[src/rtl/ttt_pkg.sv]
// ----------------------------------------------------------------------------
// ttt_pkg
// Types, constants and register codes of the tunneling temperature tracker.
// ----------------------------------------------------------------------------
package ttt_pkg;

	localparam int WINDOW_MAX_DEF = 1024;

	localparam int SAMPLE_W = 16;
	localparam int BETA_W   = 32;
	localparam int GAIN_W   = 16;
	localparam int WLEN_W   = 11;
	localparam int LG_W     = 5;
	localparam int T_W      = 17;
	localparam int CFG_IDX_W  = 2;
	localparam int CFG_DATA_W = 16;

	// Beta is Q12.20; 1.0 is 2^20
	localparam logic [BETA_W-1:0] BETA_ONE = 32'd1048576;
	// 0.03 in Q0.16, truncated
	localparam logic [SAMPLE_W-1:0] MEAN_OFFSET = 16'd1966;
	localparam logic [LG_W-1:0] LG_MAX = 5'd16;

	// Register indexes
	localparam logic [CFG_IDX_W-1:0] CFG_BETA_GAIN     = 2'd0;
	localparam logic [CFG_IDX_W-1:0] CFG_WINDOW_LENGTH = 2'd1;
	localparam logic [CFG_IDX_W-1:0] CFG_PERIOD_LOG2   = 2'd2;

	// Input transaction modes
	localparam logic MODE_SAMPLE  = 1'b0;
	localparam logic MODE_RESTART = 1'b1;

	localparam logic [GAIN_W-1:0] GAIN_RESET = 16'd4096;
	localparam logic [WLEN_W-1:0] WLEN_RESET = 11'd1024;
	localparam logic [LG_W-1:0]   LG_RESET   = 5'd10;

	typedef struct packed {
		logic                mode;
		logic [SAMPLE_W-1:0] sample;
	} in_item_t;

	typedef struct packed {
		logic [BETA_W-1:0]   beta;
		logic [SAMPLE_W-1:0] mean_sample;
	} out_item_t;

	// Commands from the sequencer to the sample window
	typedef struct packed {
		logic start;
		logic clear;
	} win_ctrl_t;

endpackage

[src/rtl/ttt_beta.sv]
// ----------------------------------------------------------------------------
// ttt_beta
// Beta register and its update through one shared multiplier, one product
// per step.
// ----------------------------------------------------------------------------
module ttt_beta (
	input  logic                          clk,
	input  logic                          arst_n,
	input  logic                          start,
	input  logic                          restart,
	input  logic [ttt_pkg::T_W-1:0]       t,
	input  logic [ttt_pkg::SAMPLE_W-1:0]  mean,
	input  logic [ttt_pkg::GAIN_W-1:0]    gain,
	output logic [ttt_pkg::BETA_W-1:0]    beta,
	output logic                          done
);
	import ttt_pkg::*;

	localparam int MA_W = 32;
	localparam int MB_W = 26;
	localparam int P_W  = MA_W + MB_W;
	localparam int DM_W = 25;

	localparam logic [2:0] B_IDLE = 3'd0;
	localparam logic [2:0] B_TT   = 3'd1;
	localparam logic [2:0] B_MG   = 3'd2;
	localparam logic [2:0] B_MGT  = 3'd3;
	localparam logic [2:0] B_M    = 3'd4;
	localparam logic [2:0] B_BM   = 3'd5;
	localparam logic [2:0] B_SAT  = 3'd6;

	logic [2:0]          step_q;
	logic [BETA_W-1:0]   beta_q;
	logic                done_q;
	logic [T_W-1:0]      t_q;
	logic [T_W-1:0]      t2_q;
	logic [SAMPLE_W-1:0] mag_q;
	logic                neg_q;
	logic                zero_q;
	logic [MB_W-1:0]     m_q;
	logic [P_W-1:0]      prod_q;

	logic [MA_W-1:0]  mul_a;
	logic [MB_W-1:0]  mul_b;
	logic [P_W-1:0]   prod;
	logic [DM_W-1:0]  dmag;
	logic [P_W-21:0]  nb;

	always_comb begin
		mul_a = '0;
		mul_b = '0;
		case (step_q)
			B_TT: begin
				mul_a = MA_W'(t_q);
				mul_b = MB_W'(t_q);
			end
			B_MG: begin
				mul_a = MA_W'(mag_q);
				mul_b = MB_W'(gain);
			end
			B_MGT: begin
				mul_a = prod_q[MA_W-1:0];
				mul_b = MB_W'(t2_q);
			end
			B_BM: begin
				mul_a = beta_q;
				mul_b = m_q;
			end
			default: begin
				mul_a = '0;
				mul_b = '0;
			end
		endcase
	end

	assign prod = P_W'(mul_a) * P_W'(mul_b);
	assign dmag = prod_q[48:24];
	assign nb   = prod_q[P_W-1:20];

	always_ff @(posedge clk) begin
		prod_q <= prod;
		if (start) begin
			t_q   <= t;
			neg_q <= (mean < MEAN_OFFSET);
			mag_q <= (mean < MEAN_OFFSET) ? (MEAN_OFFSET - mean) : (mean - MEAN_OFFSET);
		end
		if (step_q == B_MG) begin
			t2_q <= prod_q[32:16];
		end
		if (step_q == B_M) begin
			zero_q <= neg_q && ({1'b0, dmag} >= MB_W'(BETA_ONE));
			m_q    <= neg_q ? (MB_W'(BETA_ONE) - MB_W'(dmag)) : (MB_W'(BETA_ONE) + MB_W'(dmag));
		end
	end

	always_ff @(posedge clk or negedge arst_n) begin
		if (!arst_n) begin
			step_q <= B_IDLE;
			beta_q <= BETA_ONE;
			done_q <= 1'b0;
		end else begin
			done_q <= 1'b0;
			if (restart) begin
				step_q <= B_IDLE;
				beta_q <= BETA_ONE;
			end else begin
				case (step_q)
					B_IDLE: begin
						if (start) begin
							step_q <= B_TT;
						end
					end
					B_TT:  step_q <= B_MG;
					B_MG:  step_q <= B_MGT;
					B_MGT: step_q <= B_M;
					B_M:   step_q <= B_BM;
					B_BM: begin
						// multiplier collapsed to zero or below: beta clamps at zero
						if (zero_q) begin
							beta_q <= '0;
							done_q <= 1'b1;
							step_q <= B_IDLE;
						end else begin
							step_q <= B_SAT;
						end
					end
					B_SAT: begin
						beta_q <= (|nb[P_W-21:BETA_W]) ? '1 : nb[BETA_W-1:0];
						done_q <= 1'b1;
						step_q <= B_IDLE;
					end
					default: step_q <= B_IDLE;
				endcase
			end
		end
	end

	assign beta = beta_q;
	assign done = done_q;

endmodule

[config.mk]
export PLATFORM = sky130hd
export DESIGN_NAME = ttt_beta
export DESIGN_NICKNAME = d
export VERILOG_FILES = /design/src/rtl/ttt_pkg.sv /design/src/rtl/ttt_beta.sv
export SDC_FILE = /design/constraint.sdc
export NUM_CORES = 2
export LEC_CHECK = 0
export ABC_AREA = 1
export BUFFER_PORTS_ARGS = -buffer_cell sky130_fd_sc_hd__buf_2
export CAP_MARGIN = 25
export CORE_MARGIN = 1.5
export CORE_UTILIZATION = 46
export CTS_CLUSTER_DIAMETER = 30
export DETAILED_ROUTE_END_ITERATION = 16
export GPL_TIMING_DRIVEN = 0
export SKIP_CTS_REPAIR_TIMING = 1
export SYNTH_ARGS = -nofsm -noshare
export SYNTH_HDL_FRONTEND = slang
export SYNTH_SLANG_ARGS = --single-unit
[constraint.sdc]
create_clock -name clk -period 7.1 [get_ports clk]
set_input_delay 0.355 -clock clk [delete_from_list [all_inputs] [get_ports clk]]
set_output_delay 0.355 -clock clk [all_outputs]
set_load 0.02 [all_outputs]
# ---- After elaboration in Yosys (flattened, before gate mapping)
# Index checks and enable logic that the tools add are counted.
dict set report totals {
  elab_cells 45
  reg_bits 172
}
dict set report classes {
  multipliers 1
  n_mux 15
  magnitude_cmp 2
  eq_ne 8
  addsub 4
  reduce_logical 5
}
# cell n
set op_table {}
lappend op_table {{$pmux 32 s4} 1}
lappend op_table {{$pmux 26 s4} 1}
lappend op_table {{$mux 32} 3}
lappend op_table {{$pmux 32 s2} 1}
lappend op_table {{$mul 32x26->58} 1}
lappend op_table {{$add 21x25->26 const A} 1}
lappend op_table {{$mux 26} 1}
lappend op_table {{$sub 21x25->26 const A} 1}
lappend op_table {{$ge 25x21->1 const B} 1}
lappend op_table {{$pmux 3 s6} 1}
lappend op_table {{$lt 16x11->1 const B} 1}
lappend op_table {{$mux 16} 1}
lappend op_table {{$sub 11x16->16 const A} 1}
lappend op_table {{$sub 16x11->16 const B} 1}
lappend op_table {{$eq 3x3->1 const B} 3}
lappend op_table {{$mux 3} 3}
lappend op_table {{$eq 3x2->1 const B} 2}
lappend op_table {{$ne 3x3->1 const B} 2}
lappend op_table {{$reduce_or 6->1} 1}
lappend op_table {{$eq 3x1->1 const B} 1}
lappend op_table {{$logic_not 3->1} 1}
lappend op_table {{$reduce_bool 3->1} 1}
lappend op_table {{$mux 1} 2}
lappend op_table {{$pmux 1 s2} 1}
lappend op_table {{2 further kinds} 2}

# ---- Logic depth before layout (Yosys ltp)
dict set report logic_depth {
  depth_word 4
  mapped_depth 36
  mapped_depth_nobuf 35
}

# ---- Worst setup path before layout
# Ideal clock, no wire load.
dict set report synth_timing {
  path_type {register -> register}
  start {register step_q[0]}
  end {register prod_q[42]}
  setup_time_ps 112
  n_path_buf 2
  setup_slack_ps 561
  path_stages_with_launch 33
  arrival_ps 6426
  required_time_ps 6988
  cell_sequence {dfrtp_1 -> inv_2 -> nand3_1 -> inv_2 -> buf_2 -> nand2_1 -> nand2_1 -> nor2_2 -> inv_2 -> buf_2 -> nand2_1 -> fa_1 -> inv_1 -> fa_1 -> inv_1 -> fa_1 -> fa_1 -> fa_1 -> inv_1 -> fa_1 -> inv_1 -> fa_1 -> inv_1 -> ha_1 -> nand2_1 -> nor2_1 -> inv_1 -> nor2_1 -> nand3_1 -> nand3_1 -> nand2_1 -> nand3_1 -> nand2_1}
}
dict set report synth_between {
  elab_chain_len 3
  word_cells_on_any_way 7
  cone_classes {1 x mul; 4 x eq/ne; 2 x mux}
}
# element line
set synth_lines {}
lappend synth_lines {{start: declaration} ttt_beta.sv:32} ;# logic [2:0] step_q;
lappend synth_lines {{start signal: assignment} ttt_beta.sv:98} ;# step_q <= B_IDLE;
lappend synth_lines {{start signal: assignment} ttt_beta.sv:104} ;# step_q <= B_IDLE;
lappend synth_lines {{start signal: assignment} ttt_beta.sv:110} ;# step_q <= B_TT;
lappend synth_lines {{$eq 3x3->1 (tied with other cells)} ttt_beta.sv:52} ;# case (step_q)
lappend synth_lines {{$pmux 32 s4 or $pmux 26 s4 (tied branches)} ttt_beta.sv:52}
lappend synth_lines {{$mul 32x26->58 (*)} ttt_beta.sv:76} ;# assign prod = P_W'(mul_a) * P_W'(mul_b);
lappend synth_lines {{net prod[42]} ttt_beta.sv:45} ;# logic [P_W-1:0] prod;
lappend synth_lines {{end signal: assignment} ttt_beta.sv:81} ;# prod_q <= prod;
lappend synth_lines {{end: declaration} ttt_beta.sv:41} ;# logic [P_W-1:0] prod_q;
# Mark *: on every way through the listed nets, which the timed path passes. The rest lies on a longest branch.
# A chain may end at the register's enable or synchronous reset.

# ---- Worst setup path after layout
dict set report layout_timing {
  start {register step_q[0]}
  end {register prod_q[36]}
}
# The elaborated chain is that of the path after synthesis.

==> impl_metrics.py <==
metrics = {
    "min_path": {
        "whs_path_depth": 1,
        "min_to": "t_q[14]",
        "hold_path.startpoint": "t[14]",
        "hold_path.class": "in2reg",
    },
    "placed_design": {
        "place.detailed.hpwl_mm": 106,
        "io_buffers": 83,
        "pre_cts_ws_ns": -1.34,
        "place.gp.congestion": 0.979,
        "place_area_um2": 37100,
    },
    "cells_and_area": {
        "final_common_cell": "inv_1",
        "syn2layout_area_growth_pct": 15.3,
        "final_nets": 5643,
        "fin_area_um2": 40700,
        "final_cell_mix": "inv_1 (1105), nand2_1 (983), fa_1 (700)",
        "fillers": 7416,
        "drive_gt1_frac": 0.145,
        "fin_util": 0.536,
    },
    "drt": {
        "via_count": 30000,
        "drtPass1Iterations": 6,
        "routed_wirelength_mm": 125,
        "wl_per_cell_um": 21.9,
        "drc": 0,
        "ant_nets": 0,
        "first_iter_violations": 2664,
        "vias_per_cell": 5.26,
    },
    "sta": {
        "final.setup.worst_slack_ns": -0.0572,
        "max_freq_ghz": 0.140,
        "finalSetupTns_ns": -0.307,
        "fin_crit_sh": 1.01,
        "tightest_slew_ns": 0.871,
        "slew_violations": 0,
        "hold_viol": 0,
        "rsz0062_at_grt": "yes",
        "clock_skew_ns": 0.0163,
        "setup_viol": 14,
        "fin_crit_ns": 7.16,
        "relSlewSlack": 0.418,
    },
    "setup_path": {
        "path_max_fanout": 10,
        "endpoint_kind": "register",
        "critPathKind": "reg2reg",
        "required_ns": 7.42,
        "crit_top_cell": "fa_1",
        "r2r_slack_ns": -0.06,
        "reg2reg_to": "prod_q[36]",
        "critical-path-slowest-cell": "fa_1",
        "max_stage_delay_ns": 0.55,
        "setup.worst_path.start_class": "register",
        "r2r_cells": 30,
        "r2r-start": "step_q[0]",
        "cp.arrival_ns": 7.48,
    },
    "pwr": {
        "p_per_area_nw_per_um2": 132,
        "leakagePower_uw": 0.0207,
        "total_power_uw": 5380,
        "ir_drop_uv": 182,
    },
    "floorplan": {
        "core_area_um2": 75900,
        "fp-row-count": 101,
        "die-width_um": 280,
        "die_area_um2": 78500,
        "die_h_um": 280,
        "initial_core_util": 0.465,
        "ios": 86,
    },
    "cts": {
        "cts_buffers": 17,
        "clock-sinks": 172,
        "clock_latency_ns": 0.44,
        "path_clk_slew_ns": 0.08,
        "cts_tree": "yes",
        "cts_max_level": 4,
        "root_buffer": "clkbuf_16",
        "max-clock-path-buffers": 2,
    },
    "global_route": {
        "grt_antenna_before_repair": 3,
        "grt_pass1_wl_mm": 185,
        "grt_pass1_vias": 29300,
        "grt_max_degree": 37,
        "grt_use_total": 0.323,
        "overflow": 0,
    },
    "synth": {
        "ys_seq_area_frac": 0.125,
        "syn_inst": 4474,
        "syn_area_um2": 35300,
        "synth.avg_cell_area_um2": 7.90,
        "synth_fp_nets": 5448,
        "async_flop_share": 0.209,
        "ys_ff_latch": 172,
        "synth_edf_count": 78,
        "yosysWarnings": 0,
        "yosysUniqueCellTypes": 50,
        "synth_flop_cell": "edfxtp_1",
    },
    "run": {
        "cap_violations": 0,
    },
    "run_status": {
        "violations": "negative setup slack",
        "status": "finished with violations",
    },
}
[layer usage]
layer	GRT usage	routed length [um]	vias up
met4	0.105	4670	6
met1	0.460	53400	15200
met3	0.0605	10900	225
met2	0.499	56100	1321
li1	-	-	13300
met5	0	50	-
[logic make-up (layout without fill, tap and decap cells)]
kind of cell	Yosys count	after routing	share of synthesized area
AOI/OAI and AO/OA	171	171	0.0291
xor gates and xnor gates	78	78	0.0193
adders and majority gates	921	921	0.479
buffers and inverters	1316	1524	0.146
DFF	172	172	0.125
other	0	1	0
and+or+nand+nor	1816	1816	0.203
[report_power, final]
group          internal (uW)  leakage (uW)  switching, uW
clock                    468      0.000286            452
sequential              1190       0.00171            108
combinational           1140        0.0187           2020
total                   2790        0.0207           2590
[metrics by stage]
stage	hold WS, ns	std cells
after CTS	0.0689	5622
after floorplan	0.0594	4474
final	0.0833	5713
after detailed placement	0.467	5590
after global placement	0.455	5587
after global routing	0.0673	5712
[critical path: cells and delay by family (launching register included)]
| kind | cells | cell delay [ns] |
|---|---|---|
| buffers and inverters | 10 | 1.00 |
| and+or+nand+nor | 10 | 1.34 |
| adders and majority gates | 8 | 3.87 |
| AOI/OAI and AO/OA | 1 | 0.10 |
| xor gates and xnor gates | 1 | 0.26 |
| DFF | 1 | 0.47 |
[flip-flops by register name (all words and copies together), names as in the netlist]
name	count
beta	32
done	1
m_q	26
mag_q	16
neg_q	1
prod_q	58
step_q	3
t2_q	17
t_q	17
zero_q	1
[how the worst max path moves through the flow]
stage                    from         end  cells past startpoint
floorplan           step_q[0]  prod_q[42]                     32
global placement    step_q[0]  prod_q[44]                     32
detailed placement  step_q[2]  prod_q[42]                     28
CTS                 step_q[2]  prod_q[42]                     28
global route        step_q[1]  prod_q[49]                     27
finish              step_q[0]  prod_q[36]                     30
[synthesized netlist by cell type, types with 2 or more instances]
master | number | share of area
o21ai_0 | 48 | 0.0068
a22o_1 | 12 | 0.0030
buf_4 | 5 | 0.0011
nor2_4 | 5 | 0.0016
buf_2 | 112 | 0.016
xor2_1 | 65 | 0.016
nand3b_1 | 2 | 0.00042
clkinv_1 | 2 | 0.00021
inv_1 | 1137 | 0.12
nor2_1 | 611 | 0.065
ha_1 | 203 | 0.072
a221oi_2 | 2 | 0.00085
dfrtp_1 | 35 | 0.025
clkbuf_1 | 37 | 0.0039
xnor2_1 | 13 | 0.0032
dfxtp_1 | 58 | 0.033
nor3_1 | 12 | 0.0017
nand4_1 | 20 | 0.0035
and2_1 | 4 | 0.00071
a21oi_1 | 47 | 0.0067
nor4_1 | 3 | 0.00053
o22ai_1 | 44 | 0.0078
nor2_2 | 21 | 0.0037
buf_6 | 5 | 0.0016
o211ai_1 | 2 | 0.00042
a31oi_1 | 3 | 0.00053
nand3_4 | 2 | 0.00099
fa_1 | 718 | 0.41
edfxtp_1 | 78 | 0.066
and3_1 | 2 | 0.00035
inv_2 | 16 | 0.0017
or2_2 | 2 | 0.00035
nand3_1 | 81 | 0.011
o21bai_1 | 3 | 0.00064
o22ai_2 | 2 | 0.00071
nand2_1 | 1048 | 0.11
[layout make-up]
type	count	area [um^2]	area share
clock buffer	17	425	0.0104
buffer	159	1440	0.0353
clock inverter	15	149	0.00366
timing repair buffer	177	1410	0.0347
tap	1030	1290	0.0317
inverter	1156	4420	0.109
sequential	172	4410	0.108
antenna	1	2.50	0.0000615
multi-input combinational	2986	27200	0.667
(Power assumes the default switching activity.)
