<file path="config.mk">
export PLATFORM = sky130hd
export DESIGN_NAME = ttt_div
export DESIGN_NICKNAME = d
export VERILOG_FILES = /design/src/rtl/ttt_pkg.sv /design/src/rtl/ttt_div.sv
export SDC_FILE = /design/constraint.sdc
export NUM_CORES = 1
export LEC_CHECK = 0
export BUFFER_PORTS_ARGS = -buffer_cell sky130_fd_sc_hd__buf_2
export CORE_AREA = 2 2 80 82
export DETAILED_ROUTE_END_ITERATION = 10
export DIE_AREA = 0 0 82 84
export PLACE_DENSITY_LB_ADDON = 0.05
export SKIP_LAST_GASP = 1
export SYNTH_ARGS = -nofsm -noshare
export SYNTH_HDL_FRONTEND = slang
export SYNTH_SLANG_ARGS = --single-unit
</file>
<file path="constraint.sdc">
create_clock -name clk -period 6.9 [get_ports clk]
set_clock_uncertainty 0.15 [all_clocks]
set_input_delay 0.345 -clock clk [delete_from_list [all_inputs] [get_ports clk]]
set_output_delay 0.345 -clock clk [all_outputs]
set_load 0.05 [all_outputs]
</file>
<file path="src/rtl/ttt_pkg.sv">
// ----------------------------------------------------------------------------
// ttt_pkg
// Types, constants and register codes of the tunneling temperature tracker.
// ----------------------------------------------------------------------------
package ttt_pkg;

	localparam int WINDOW_MAX_DEF = 1024;

	localparam int SAMPLE_W = 16;
	localparam int BETA_W   = 32;
	localparam int GAIN_W   = 16;
	localparam int WLEN_W   = 11;
	localparam int LG_W     = 5;
	localparam int T_W      = 17;
	localparam int CFG_IDX_W  = 2;
	localparam int CFG_DATA_W = 16;

	// Beta is Q12.20; 1.0 is 2^20
	localparam logic [BETA_W-1:0] BETA_ONE = 32'd1048576;
	// 0.03 in Q0.16, truncated
	localparam logic [SAMPLE_W-1:0] MEAN_OFFSET = 16'd1966;
	localparam logic [LG_W-1:0] LG_MAX = 5'd16;

	// Register indexes
	localparam logic [CFG_IDX_W-1:0] CFG_BETA_GAIN     = 2'd0;
	localparam logic [CFG_IDX_W-1:0] CFG_WINDOW_LENGTH = 2'd1;
	localparam logic [CFG_IDX_W-1:0] CFG_PERIOD_LOG2   = 2'd2;

	// Input transaction modes
	localparam logic MODE_SAMPLE  = 1'b0;
	localparam logic MODE_RESTART = 1'b1;

	localparam logic [GAIN_W-1:0] GAIN_RESET = 16'd4096;
	localparam logic [WLEN_W-1:0] WLEN_RESET = 11'd1024;
	localparam logic [LG_W-1:0]   LG_RESET   = 5'd10;

	typedef struct packed {
		logic                mode;
		logic [SAMPLE_W-1:0] sample;
	} in_item_t;

	typedef struct packed {
		logic [BETA_W-1:0]   beta;
		logic [SAMPLE_W-1:0] mean_sample;
	} out_item_t;

	// Commands from the sequencer to the sample window
	typedef struct packed {
		logic start;
		logic clear;
	} win_ctrl_t;

endpackage

</file>
<file path="src/rtl/ttt_div.sv">
// ----------------------------------------------------------------------------
// ttt_div
// Restoring divider, one quotient bit per cycle, for the rolling mean.
// ----------------------------------------------------------------------------
module ttt_div #(
	parameter int WINDOW_MAX = ttt_pkg::WINDOW_MAX_DEF,
	localparam int CNTW = $clog2(WINDOW_MAX + 1),
	localparam int SUMW = ttt_pkg::SAMPLE_W + CNTW
) (
	input  logic                          clk,
	input  logic                          arst_n,
	input  logic                          start,
	input  logic [SUMW-1:0]               dividend,
	input  logic [CNTW-1:0]               divisor,
	output logic [ttt_pkg::SAMPLE_W-1:0]  quotient,
	output logic                          done
);
	import ttt_pkg::*;

	localparam int QW   = SAMPLE_W;
	localparam int STPW = $clog2(QW + 1);

	logic [CNTW-1:0] rem_q;
	logic [CNTW-1:0] dsr_q;
	logic [QW-1:0]   dvd_q;
	logic [QW-1:0]   quo_q;
	logic [STPW-1:0] step_q;
	logic            busy_q;
	logic            done_q;

	logic [CNTW:0] trial;
	logic [CNTW:0] diff;

	assign trial = {rem_q, dvd_q[QW-1]};
	assign diff  = trial - {1'b0, dsr_q};

	always_ff @(posedge clk or negedge arst_n) begin
		if (!arst_n) begin
			busy_q <= 1'b0;
			done_q <= 1'b0;
			step_q <= '0;
		end else begin
			done_q <= 1'b0;
			if (start) begin
				busy_q <= 1'b1;
				step_q <= STPW'(QW);
			end else if (busy_q) begin
				step_q <= step_q - STPW'(1);
				if (step_q == STPW'(1)) begin
					busy_q <= 1'b0;
					done_q <= 1'b1;
				end
			end
		end
	end

	// The sum stays below count * 2^16, so the upper part starts below the divisor
	always_ff @(posedge clk) begin
		if (start) begin
			rem_q <= dividend[SUMW-1:QW];
			dvd_q <= dividend[QW-1:0];
			dsr_q <= divisor;
		end else if (busy_q) begin
			dvd_q <= {dvd_q[QW-2:0], 1'b0};
			if (!diff[CNTW]) begin
				rem_q <= diff[CNTW-1:0];
				quo_q <= {quo_q[QW-2:0], 1'b1};
			end else begin
				rem_q <= trial[CNTW-1:0];
				quo_q <= {quo_q[QW-2:0], 1'b0};
			end
		end
	end

	assign quotient = quo_q;
	assign done     = done_q;

endmodule

</file>
Yosys cells after proc, flatten, opt, wreduce, memory -nomap -nowiden
Index checks and enable logic that the tools add are counted.
{"block": "classes", "shifts": 0, "magnitude_cmp": 0, "bitwise_logic": 1, "multipliers": 0, "div": 0, "muxes": 14, "n_reduce_logical": 2, "addsub": 2, "n_eq_ne": 1}
{"cell": "$mux W11", "n": 3}
{"cell": "$mux W16", "n": 2}
{"cell": "$sub A12 B11 Y12", "n": 1}
{"cell": "$mux W5", "n": 2}
{"cell": "$mux W1", "n": 7}
{"cell": "$eq A5 B1 Y1 const B", "n": 1}
{"cell": "$sub A5 B1 Y5 const B", "n": 1}
{"cell": "$reduce_and A2 Y1", "n": 1}
{"cell": "$reduce_bool A2 Y1", "n": 1}
{"cell": "$not A1 Y1", "n": 1}
{"block": "word_totals", "input_bits": 41, "memories": 0, "reg_bits": 61, "romBits": 0, "mem_bits_rw": 0, "word_cells": 27, "output_inout_bits": 17, "latch_bits": 0}

Longest topological paths before layout
Gate-level depths: netlist (run 1).
{"block": "depth", "ltp_word": 4, "mapped_depth": 10, "depth_no_buf": 10}

Least setup slack after synthesis (run 1)
Ideal clock, no wire load.
{"block": "synth_timing", "path_kind": "register to register", "from": "register rem_q[0]", "to": "register rem_q[1], data pin", "t_required_ns": 6.489, "synth_period_minus_slack_ns": 2.649, "setup_ns": 0.261, "arrival_ns": 2.238, "stages_incl_launch_ff": 9, "path_buffers": 1, "path_slack_ns": 4.251, "cell_sequence": "edfxtp_1 -> ha_1 -> nor2b_1 -> o31a_1 -> o21a_4 -> o31ai_2 -> buf_4 -> nor2_4 -> a311o_1"}
{"block": "synth_between", "elab_chain_len": 4}
{"element": "start, declared", "line": "ttt_div.sv:23", "rtl": "logic [CNTW-1:0] rem_q;"}
{"element": "start signal, assigned", "line": "ttt_div.sv:60", "rtl": "rem_q <= dividend[SUMW-1:QW];"}
{"element": "start signal, assigned", "line": "ttt_div.sv:66", "rtl": "rem_q <= diff[CNTW-1:0];"}
{"element": "start signal, assigned", "line": "ttt_div.sv:69", "rtl": "rem_q <= trial[CNTW-1:0];"}
{"element": "$sub A12 B11 Y12", "line": "ttt_div.sv:35", "rtl": "assign diff = trial - {1'b0, dsr_q};"}
{"element": "$mux W11 (*)", "line": "ttt_div.sv:65", "rtl": "if (!diff[CNTW]) begin"}
{"element": "$mux W11 (*)", "line": "ttt_div.sv:63", "rtl": "end else if (busy_q) begin"}
{"element": "$mux W11 (*)", "line": "ttt_div.sv:59", "rtl": "if (start) begin"}
Mark *: on every way between the ends. The rest lies on a longest branch, timed or not. The select of a mux whose other input is x is not followed.
A chain may end at the register's enable or synchronous reset.

Final worst setup path (run 1)
Same ends and word-level chain as after synthesis.

==> flow_metrics.tcl, run 1 <==
set metrics [dict create \
    cpPeakStageDelay_ns 0.77 \
    power_frac_comb_pct 39.7 \
    regArea_um2 1800 \
    via_per_inst 5.27 \
    slew_headroom_pct 35.8 \
    yosysWarnings 0 \
    clk_pin_slew_ns 0.06 \
    grt_max_degree 59 \
    wire_per_inst_um 14.2 \
    grt.overflow.total 0 \
    ir_drop_mv 0.172 \
    ios 58 \
    placed_area_um2 3400 \
    worstSetupStartpointType "flip-flop" \
    yosys.area_share.simple_pct 10.7 \
    die_h_um 84 \
    ys.flop_type "edfxtp_1" \
    postCtsSetupBuffers 0 \
    synth-async-reset-ratio_pct 11.5 \
    finalCritPeriodShare_pct 45.9 \
    clk_latency_ns 0.33 \
    synth_fa_ha_area_share_pct 5.97 \
    powerDensity_nw_per_um2 397 \
    setup_tns_ns 0 \
    worstSetupPathType "flip-flop to flip-flop" \
    final.min_clock_period_ns 3.17 \
    r2r_slack_ns 3.73 \
    vias 2020 \
    detailed_place_hpwl_um 3840 \
    multi_input_area_um2 1120 \
    drt_wl_total_um 5440 \
    synth_mux_area_share_pct 6.17 \
    utilization_pct 59.0 \
    synth_area_um2 3060 \
    antenna_found_initial 0 \
    swShare_pct 35.9 \
    slew_viol_final 0 \
    synth-xor-area-share_pct 2.57 \
    finalSetupViolations 0 \
    nets 357 \
    status "completed" \
    cts_root_buf "clkbuf_8" \
    hold_slack_ns 0.0375 \
    tightest_slew_ns 0.958 \
    fin_total_pwr_uw 1430 \
    crit_path_top_delay_cell "o31ai_2" \
    grt_use_total_pct 17.4 \
    start_util_pct 50.2 \
    die_w_um 82 \
    syn-mean-instance-area_um2 12.6 \
    gp_congestion 0.781 \
    antenna_left 0 \
    synth.area.top_cells "edfxtp_1 53%, dfrtp_1 5.7%, mux2_2 5.5%, ha_1 5.3%, inv_1 2.6%" \
    clock.fmax_mhz 316 \
    post_cts_resized 0 \
    core_area_um2 6100 \
    grt_setup_unrepaired "false" \
    synth_top_cell_by_area "edfxtp_1" \
    first_pass_iters 4 \
    drc 0 \
    rows 29 \
    synth_cell_types 51 \
    fillers 521 \
    synth_top_family_by_area "compound AO/OA/AOI/OAI gates" \
    synth_compound_area_share_pct 11.2 \
    pwr-share-clk_pct 21.4 \
    leakagePower_uw 0.00152 \
    dieArea_um2 6890 \
    grt_pass1_vias 1867 \
    synth_top_area_share_pct 53.0 \
    synth_edf_count 54 \
    path_cells "ha_1 > nor2b_1 > o31a_1 > o21a_4 > o31ai_2 > nor2_4 > a311o_1" \
    syn_to_final_growth_pct 17.5 \
    portBuffers 57 \
    worstPathRequired_ns 6.83 \
    intPower_uw 916 \
    cp.arrival_ns 3.10 \
    numCtsBuffers 9 \
    grt_pass1_wl_um 8870 \
    hold_violations 0 \
    cts_tree "yes" \
    p_sw_uw 514 \
    cts-hold-fix-buffers 1 \
    drt_iter0_markers 98 \
    worstPathMaxFanout 15 \
    clockBufferDepth 2 \
    final_area_um2 3600 \
    synthesis.nets 298 \
    hp-class "input port to flip-flop" \
    cap_violations 0 \
    ys_seq_area_share_pct 58.7 \
    diodes 0 \
    critPathCaptureType "flip-flop" \
    drive_gt1_share_pct 30.4 \
    seqPwrFrac_pct 39.0 \
    ys_seq_elements 61 \
    cts_sinks 61 \
    htreeDepth 3 \
    synth_cells 243 \
]
-- worst paths after layout --
| path | from | to | cells past startpoint |
|---|---|---|---|
| setup / recovery | rem_q[0]$_DFFE_PP_ | rem_q[1]$_DFFE_PP_ | 7 |
| hold / removal | divisor[0] | dsr_q[0]$_DFFE_PP_ | 1 |
| setup reg to reg | rem_q[0]$_DFFE_PP_ | rem_q[1]$_DFFE_PP_ | 7 |
| hold reg to reg | quotient[7]$_DFFE_PP_ | quotient[8]$_DFFE_PP_ | 0 |
| max in group asynchronous | arst_n | step_q[1]$_DFFE_PN0P_ | 2 |
| min in group asynchronous | arst_n | done$_DFF_PN0_ | 2 |
-- cells in the final DEF, fill, tap and decap left out, types with 3 or more instances in the layout --
cell      instances
a211oi_1          3
nor2_1           16
inv_1            21
clkbuf_8         10
edfxtp_1         54
o311ai_1          5
ha_1             13
buf_2            57
or4_1             6
o21ai_0           8
xnor2_1           5
nand2_1          18
o211ai_1          3
mux2_2           15
nor2b_1           3
o21a_1            3
nor3_1            3
a21oi_1           6
xor2_1            4
dfrtp_1           7
-- cell families after synthesis --
group | count (synthesis)
adder cells (fa/ha/maj) | 14
buffers and inverters | 34
AND/OR/NAND/NOR | 62
XOR/XNOR | 9
multiplexers | 17
AO/OA/AOI/OAI | 46
flip-flops | 61
-- stage by stage --
step / setup WS [ns] / instances
final: 3.73 / 383
after global routing: 3.40 / 383
after CTS: 3.71 / 383
after detailed placement: 3.73 / 367
after global placement: 3.81 / 367
after floorplan: 4.25 / 243
-- worst max-delay path, delay by kind of cell, from the launching register on --
family                   cells  cell delay (ns)
adder cells (fa/ha/maj)      1             0.31
AND/OR/NAND/NOR              2             0.30
AO/OA/AOI/OAI                4             1.73
flip-flops                   1             0.44
-- layout make-up --
class                      count  area share, %
clock buffer                  11           3.93
sequential                    61           49.9
inverter                      22           2.29
clock inverter                 4           1.36
tap                           77           2.68
timing repair buffer          60           8.62
multi-input combinational    148           31.2
-- power groups by stage --
stage	combinational (µW)	clock [µW]	sequential [µW]
finish	567	305	557
floorplan	426	0	600
CTS	571	313	560
detailed placement	567	0	566
global placement	563	0	565
global route	639	330	568
-- state kept, by name, indices dropped and copies added, names as in the netlist --
name,cells
rem_q,11
done,1
quotient,16
step_q,5
busy_q,1
dvd_q,16
dsr_q,11
-- metal layers --
metal	wire length, µm	vias up	global-route usage, %
met5	0	-	0
met4	114	0	8.64
met3	305	10	4.55
met2	2470	53	25.6
met1	2550	934	23.6
li1	-	1023	-
-- synth_stat cells, types with 3 or more instances --
cell,count
a211oi_1,3
a21oi_1,6
buf_2,3
clkbuf_1,6
dfrtp_1,7
edfxtp_1,54
ha_1,13
inv_1,21
mux2_2,15
nand2_1,18
nor2_1,16
nor2b_1,3
nor3_1,3
o211ai_1,3
o21a_1,3
o21ai_0,8
o311ai_1,5
or4_1,6
xnor2_1,5
xor2_1,4
(Power assumes the default switching activity.)
==> run 2: changes to the inputs <==
--- a/config.mk
+++ b/config.mk
@@ -5,10 +5,11 @@
 export SDC_FILE = /design/constraint.sdc
 export NUM_CORES = 1
 export LEC_CHECK = 0
+export ABC_AREA = 1
 export BUFFER_PORTS_ARGS = -buffer_cell sky130_fd_sc_hd__buf_2
-export CORE_AREA = 2 2 80 82
+export CORE_AREA = 2 2 81 83
 export DETAILED_ROUTE_END_ITERATION = 10
-export DIE_AREA = 0 0 82 84
+export DIE_AREA = 0 0 83 85
 export PLACE_DENSITY_LB_ADDON = 0.05
 export SKIP_LAST_GASP = 1
 export SYNTH_ARGS = -nofsm -noshare
==> constraint.sdc (replaced) <==
create_clock -name clk -period 3.3 [get_ports clk]
set_clock_uncertainty 0.15 [all_clocks]
set_input_delay 0.165 -clock clk [delete_from_list [all_inputs] [get_ports clk]]
set_output_delay 0.165 -clock clk [all_outputs]
set_load 0.05 [all_outputs]
==> flow_metrics.tcl, run 2 <==
set metrics [dict create \
    status "completed" \
    grt_max_degree 42 \
    cts_root_buf "clkbuf_8" \
    path_common_cell "nand2_1" \
    worstSetupStartpointType "flip-flop" \
    ios 58 \
    nets 501 \
    synthesis.nets 398 \
    start_util_pct 51.4 \
    tightest_slew_ns 0.518 \
    crit_path_top_delay_cell "edfxtp_1" \
    via_per_inst 4.91 \
    drive_gt1_share_pct 20.4 \
    dieArea_um2 7060 \
    worstSetupPathType "flip-flop to flip-flop" \
    portBuffers 57 \
    cts_sinks 61 \
    htreeDepth 3 \
    slew_headroom_pct 65.4 \
    synth_cell_types 26 \
    synth_cells 343 \
    drt_wl_total_um 6980 \
    leakagePower_uw 0.00204 \
    clock.fmax_mhz 410 \
    syn_to_final_growth_pct 28.6 \
    synth.area.top_cells "edfxtp_1 51%, nand2_1 16%, dfrtp_1 5.5%, inv_1 5.3%, ha_1 5.1%" \
    gp_congestion 0.932 \
    detailed_place_hpwl_um 4610 \
    rows 29 \
    wire_per_inst_um 13.2 \
    post_cts_resized 0 \
    hold_violations 0 \
    grt.overflow.total 0 \
    numCtsBuffers 9 \
    synth_edf_count 54 \
    grt_pass1_vias 2601 \
    antenna_found_initial 0 \
    postCtsSetupBuffers 0 \
    finalSetupViolations 0 \
    synth_most_common_cell "nand2_1" \
    grt_pass1_wl_um 11900 \
    layout_commonest_cell "nand2_1" \
    critPathTopFamily "simple AND/OR/NAND/NOR gates" \
    setup_tns_ns 0 \
    mostFrequentLayoutCells "132 x nand2_1, 57 x buf_2, 54 x edfxtp_1, 45 x inv_1, 39 x dlygate4sd3_1" \
    grt_setup_unrepaired "false" \
    worstPathMaxFanout 12 \
    finalCritPeriodShare_pct 73.9 \
    synth_area_um2 3190 \
    cpPeakStageDelay_ns 0.41 \
    clockBufferDepth 2 \
    synth-async-reset-ratio_pct 11.5 \
    ys.flop_type "edfxtp_1" \
    ys_seq_elements 61 \
    critPathCaptureType "flip-flop" \
    syn-mean-instance-area_um2 9.29 \
    synth_top_cell_by_area "edfxtp_1" \
    vias 2593 \
    ir_drop_mv 0.423 \
    cp.arrival_ns 2.38 \
    final.min_clock_period_ns 2.44 \
    slew_viol_final 0 \
    synth_top_area_share_pct 50.9 \
    clk_latency_ns 0.34 \
    grt_use_total_pct 21.8 \
    drc 0 \
    fillers 515 \
    rr_worst_depth 11 \
    cts-hold-fix-buffers 39 \
    powerDensity_nw_per_um2 724 \
    clk_pin_slew_ns 0.07 \
    cp_num_cells 11 \
    core_area_um2 6200 \
    synth_common_cells "132 x nand2_1, 54 x edfxtp_1, 45 x inv_1" \
    cts_tree "yes" \
    cap_violations 0 \
    die_w_um 83 \
    hp-class "input port to async pin" \
    drt_iter0_markers 164 \
    worstPathRequired_ns 3.24 \
    antenna_left 0 \
    path_buf_inv 2 \
    path_cells "ha_1 > nand2_1 > inv_2 > nand2_1 > inv_1 > nand2_1 > nand4_2 > nand2_2 > nand2_1 > nand3_1 > nand2_1" \
    yosysWarnings 0 \
    die_h_um 85 \
    first_pass_iters 4 \
    utilization_pct 66.1 \
    diodes 0 \
    ys_seq_area_share_pct 56.4 \
]
run 2: cell types whose count changed in the layout (fill, tap and decap cells not counted), moves of 4 or more:
cell,before,now
inv_1,21,45
or4_1,6,0
nand3_2,0,4
xor2_1,4,0
dlygate4sd3_1,1,39
nand2_1,18,132
mux2_2,15,0
nand3_1,0,29
o311ai_1,5,0
nor2_1,16,9
nand3b_1,2,8
nand2_2,0,4
run 2: path summary, 6_finish.rpt:
kind                                   startpoint                      to  slack (ns)
setup reg to reg               rem_q[7]$_DFFE_PP_      rem_q[2]$_DFFE_PP_        0.86
hold / removal                             arst_n   step_q[4]$_DFFE_PN0P_        0.04
hold reg to reg            quotient[11]$_DFFE_PP_  quotient[12]$_DFFE_PP_        0.30
min in group clk                            start        busy_q$_DFF_PN0_        0.19
max in group asynchronous                  arst_n   step_q[0]$_DFFE_PN0P_        2.80
setup / recovery               rem_q[7]$_DFFE_PP_      rem_q[2]$_DFFE_PP_        0.86
run 2: worst reg2reg max path, stage by stage, from the launching register on:
cell	delay [ns]
edfxtp_1	0.41
ha_1	0.38
nand2_1	0.12
inv_2	0.04
nand2_1	0.08
inv_1	0.05
nand2_1	0.15
nand4_2	0.38
nand2_2	0.26
nand2_1	0.07
nand3_1	0.06
nand2_1	0.05
run 2: logic make-up (layout without fill, tap and decap cells):
family                   Yosys count  after routing  synth area share, %
buffers and inverters             56            164                 7.14
AO/OA/AOI/OAI                     13             13                 2.20
XOR/XNOR                           3              3                0.824
AND/OR/NAND/NOR                  196            196                 27.7
flip-flops                        61             61                 56.4
adder cells (fa/ha/maj)           14             14                 5.73
run 2: power by group:
part           internal, µW  switching [µW]
Sequential             1030            76.9
Clock                   267             284
Combinational           475             839
run 2: layout make-up:
type / instances / area (µm²) / share of cell area (%)
Clock buffer: 11 / 131 / 3.20
Clock inverter: 5 / 27.5 / 0.671
Tap cell: 77 / 96.3 / 2.35
Inverter: 48 / 180 / 4.39
Sequential cell: 61 / 1800 / 43.8
Multi-Input combinational cell: 226 / 1160 / 28.4
Timing Repair Buffer: 100 / 706 / 17.2
run 2: metrics by stage:
step                      power, µW  std cells  setup WS (ns)  hold WS [ns]  area (µm²)
after floorplan                2120        343           1.28        -0.281        3190
final                          2970        528          0.860        0.0364        4100
after global routing           3210        528          0.605        0.0489        4100
after detailed placement       2380        473          0.875        -0.141        3550
after CTS                      2970        528          0.868        0.0223        4100
after global placement         2360        473          0.941        -0.146        3550
run 2: routing by layer:
metal	GRT usage (%)	share of wire [%]
met4	7.30	1.5
met2	36.9	50
met3	6.23	4.8
met5	0	0
met1	27.1	44
==> run 3: changes to the inputs <==
==> constraint.sdc (replaced) <==
create_clock -name clk -period 2.55 [get_ports clk]
set_clock_uncertainty 0.15 [all_clocks]
set_input_delay 0.1275 -clock clk [delete_from_list [all_inputs] [get_ports clk]]
set_output_delay 0.1275 -clock clk [all_outputs]
set_load 0.05 [all_outputs]
==> flow_metrics.tcl, run 3 (synthesis gave the netlist of run 2 again) <==
set metrics [dict create \
    status "completed" \
    finalSetupViolations 0 \
    nets 506 \
    setup_ws_ns 0.207 \
    ir_drop_mv 0.556 \
    worstSetupPathType "flip-flop to flip-flop" \
    cts_tree "yes" \
    wire_per_inst_um 13.0 \
    grt_max_degree 26 \
    cts_root_buf "clkbuf_8" \
    drt_wl_total_um 6920 \
    diodes 0 \
    grt.overflow.total 0 \
    htreeDepth 3 \
    worstSetupStartpointType "flip-flop" \
    numCtsBuffers 9 \
    critPathCaptureType "flip-flop" \
    worstPathMaxFanout 3 \
    detailed_place_hpwl_um 4730 \
    timing.rr.start "dvd_q[15]$_DFFE_PP_" \
    grt_pass1_wl_um 11800 \
    r2r_slack_ns 0.21 \
    first_pass_iters 4 \
    core_area_um2 6200 \
    utilization_pct 67.8 \
    r2r_end "rem_q[6]$_DFFE_PP_" \
    setup_tns_ns 0 \
    cap_violations 0 \
    crit_start "dvd_q[15]$_DFFE_PP_" \
    via_per_inst 4.85 \
    setup.worst_path.end "rem_q[6]$_DFFE_PP_" \
    antenna_left 0 \
    antenna_found_initial 0 \
    layout_commonest_cell "nand2_1" \
    grt_pass1_vias 2560 \
    clockBufferDepth 2 \
    grt_setup_unrepaired "false" \
    slew_headroom_pct 65.9 \
    dp_slack_ns 0.228 \
    leakagePower_uw 0.00209 \
    cts_sinks 61 \
    slew_viol_final 0 \
    drc 0 \
    grt_use_total_pct 21.4 \
    die_w_um 83 \
    cp.arrival_ns 2.29 \
    clk_pin_slew_ns 0.07 \
    drt_iter0_markers 188 \
    rows 29 \
    portBuffers 57 \
    finalCritPeriodShare_pct 91.9 \
    mostFrequentLayoutCells "132 x nand2_1, 57 x buf_2, 54 x edfxtp_1, 45 x inv_1, 40 x dlygate4sd3_1" \
    tightest_slew_ns 0.512 \
    die_h_um 85 \
    vias 2585 \
    rr_worst_depth 12 \
    hold_depth 1 \
    hp-class "input port to flip-flop" \
    start_util_pct 51.4 \
    worstPathRequired_ns 2.50 \
    drive_gt1_share_pct 21.3 \
    clock.fmax_mhz 427 \
    powerDensity_nw_per_um2 981 \
    syn_to_final_growth_pct 32.0 \
    ios 58 \
    final.min_clock_period_ns 2.34 \
    gp_congestion 0.917 \
    hold_violations 0 \
    clk_latency_ns 0.34 \
    dieArea_um2 7060 \
]
[run 3: metal layers]
| layer | track usage (%) | wire length [µm] |
|---|---|---|
| met5 | 0 | 0 |
| met4 | 6.26 | 80 |
| met3 | 5.54 | 267 |
| met2 | 36.2 | 3450 |
| met1 | 27.3 | 3130 |
[run 3: final cells by class]
cell class	count	area (µm²)
Clock buffer	12	155
Clock inverter	4	70.1
Fill cell	511	2000
Inverter	48	180
Multi-Input combinational cell	226	1160
Sequential cell	61	1800
Tap cell	77	96.3
Timing Repair Buffer	105	746
[run 3: worst min path at each step]
stage                start                    end  slack [ns]
floorplan           arst_n       busy_q$_DFF_PN0_       -0.32
global placement    arst_n  step_q[0]$_DFFE_PN0P_       -0.18
detailed placement  arst_n  step_q[0]$_DFFE_PN0P_       -0.18
CTS                  start     dsr_q[8]$_DFFE_PP_        0.13
global route         start     dsr_q[6]$_DFFE_PP_        0.16
finish               start     dsr_q[5]$_DFFE_PP_        0.15
[run 3: power breakdown]
group / switching [µW] / total [µW] / internal [µW]
combinational: 1090 / 1730 / 641
clock: 370 / 971 / 601
sequential: 100 / 1430 / 1330
total: 1560 / 4130 / 2570
[run 3: critical path: stages (launching register included)]
cell	delay, ns
edfxtp_1	0.35
inv_1	0.08
ha_1	0.16
inv_1	0.09
fa_1	0.44
nand3_1	0.11
nand3_1	0.15
nand2_1	0.15
nand3b_1	0.08
nand2_1	0.08
nand3_1	0.07
nand3_1	0.11
nand2_1	0.05
[run 3: stage by stage]
step | area (µm²) | hold WS (ns) | power, µW | instances
finish | 4210 | 0.145 | 4130 | 533
global route | 4210 | 0.156 | 4430 | 533
CTS | 4210 | 0.134 | 4140 | 533
detailed placement | 3580 | -0.183 | 3120 | 477
global placement | 3580 | -0.183 | 3090 | 477
floorplan | 3190 | -0.318 | 2740 | 343
[run 3: what timing repair did]
item                                   CTS  global route
endpoints found under the hold margin   45             0
hold buffers                            40             0
buffers inserted                         0             0
gates resized for setup                  0             0
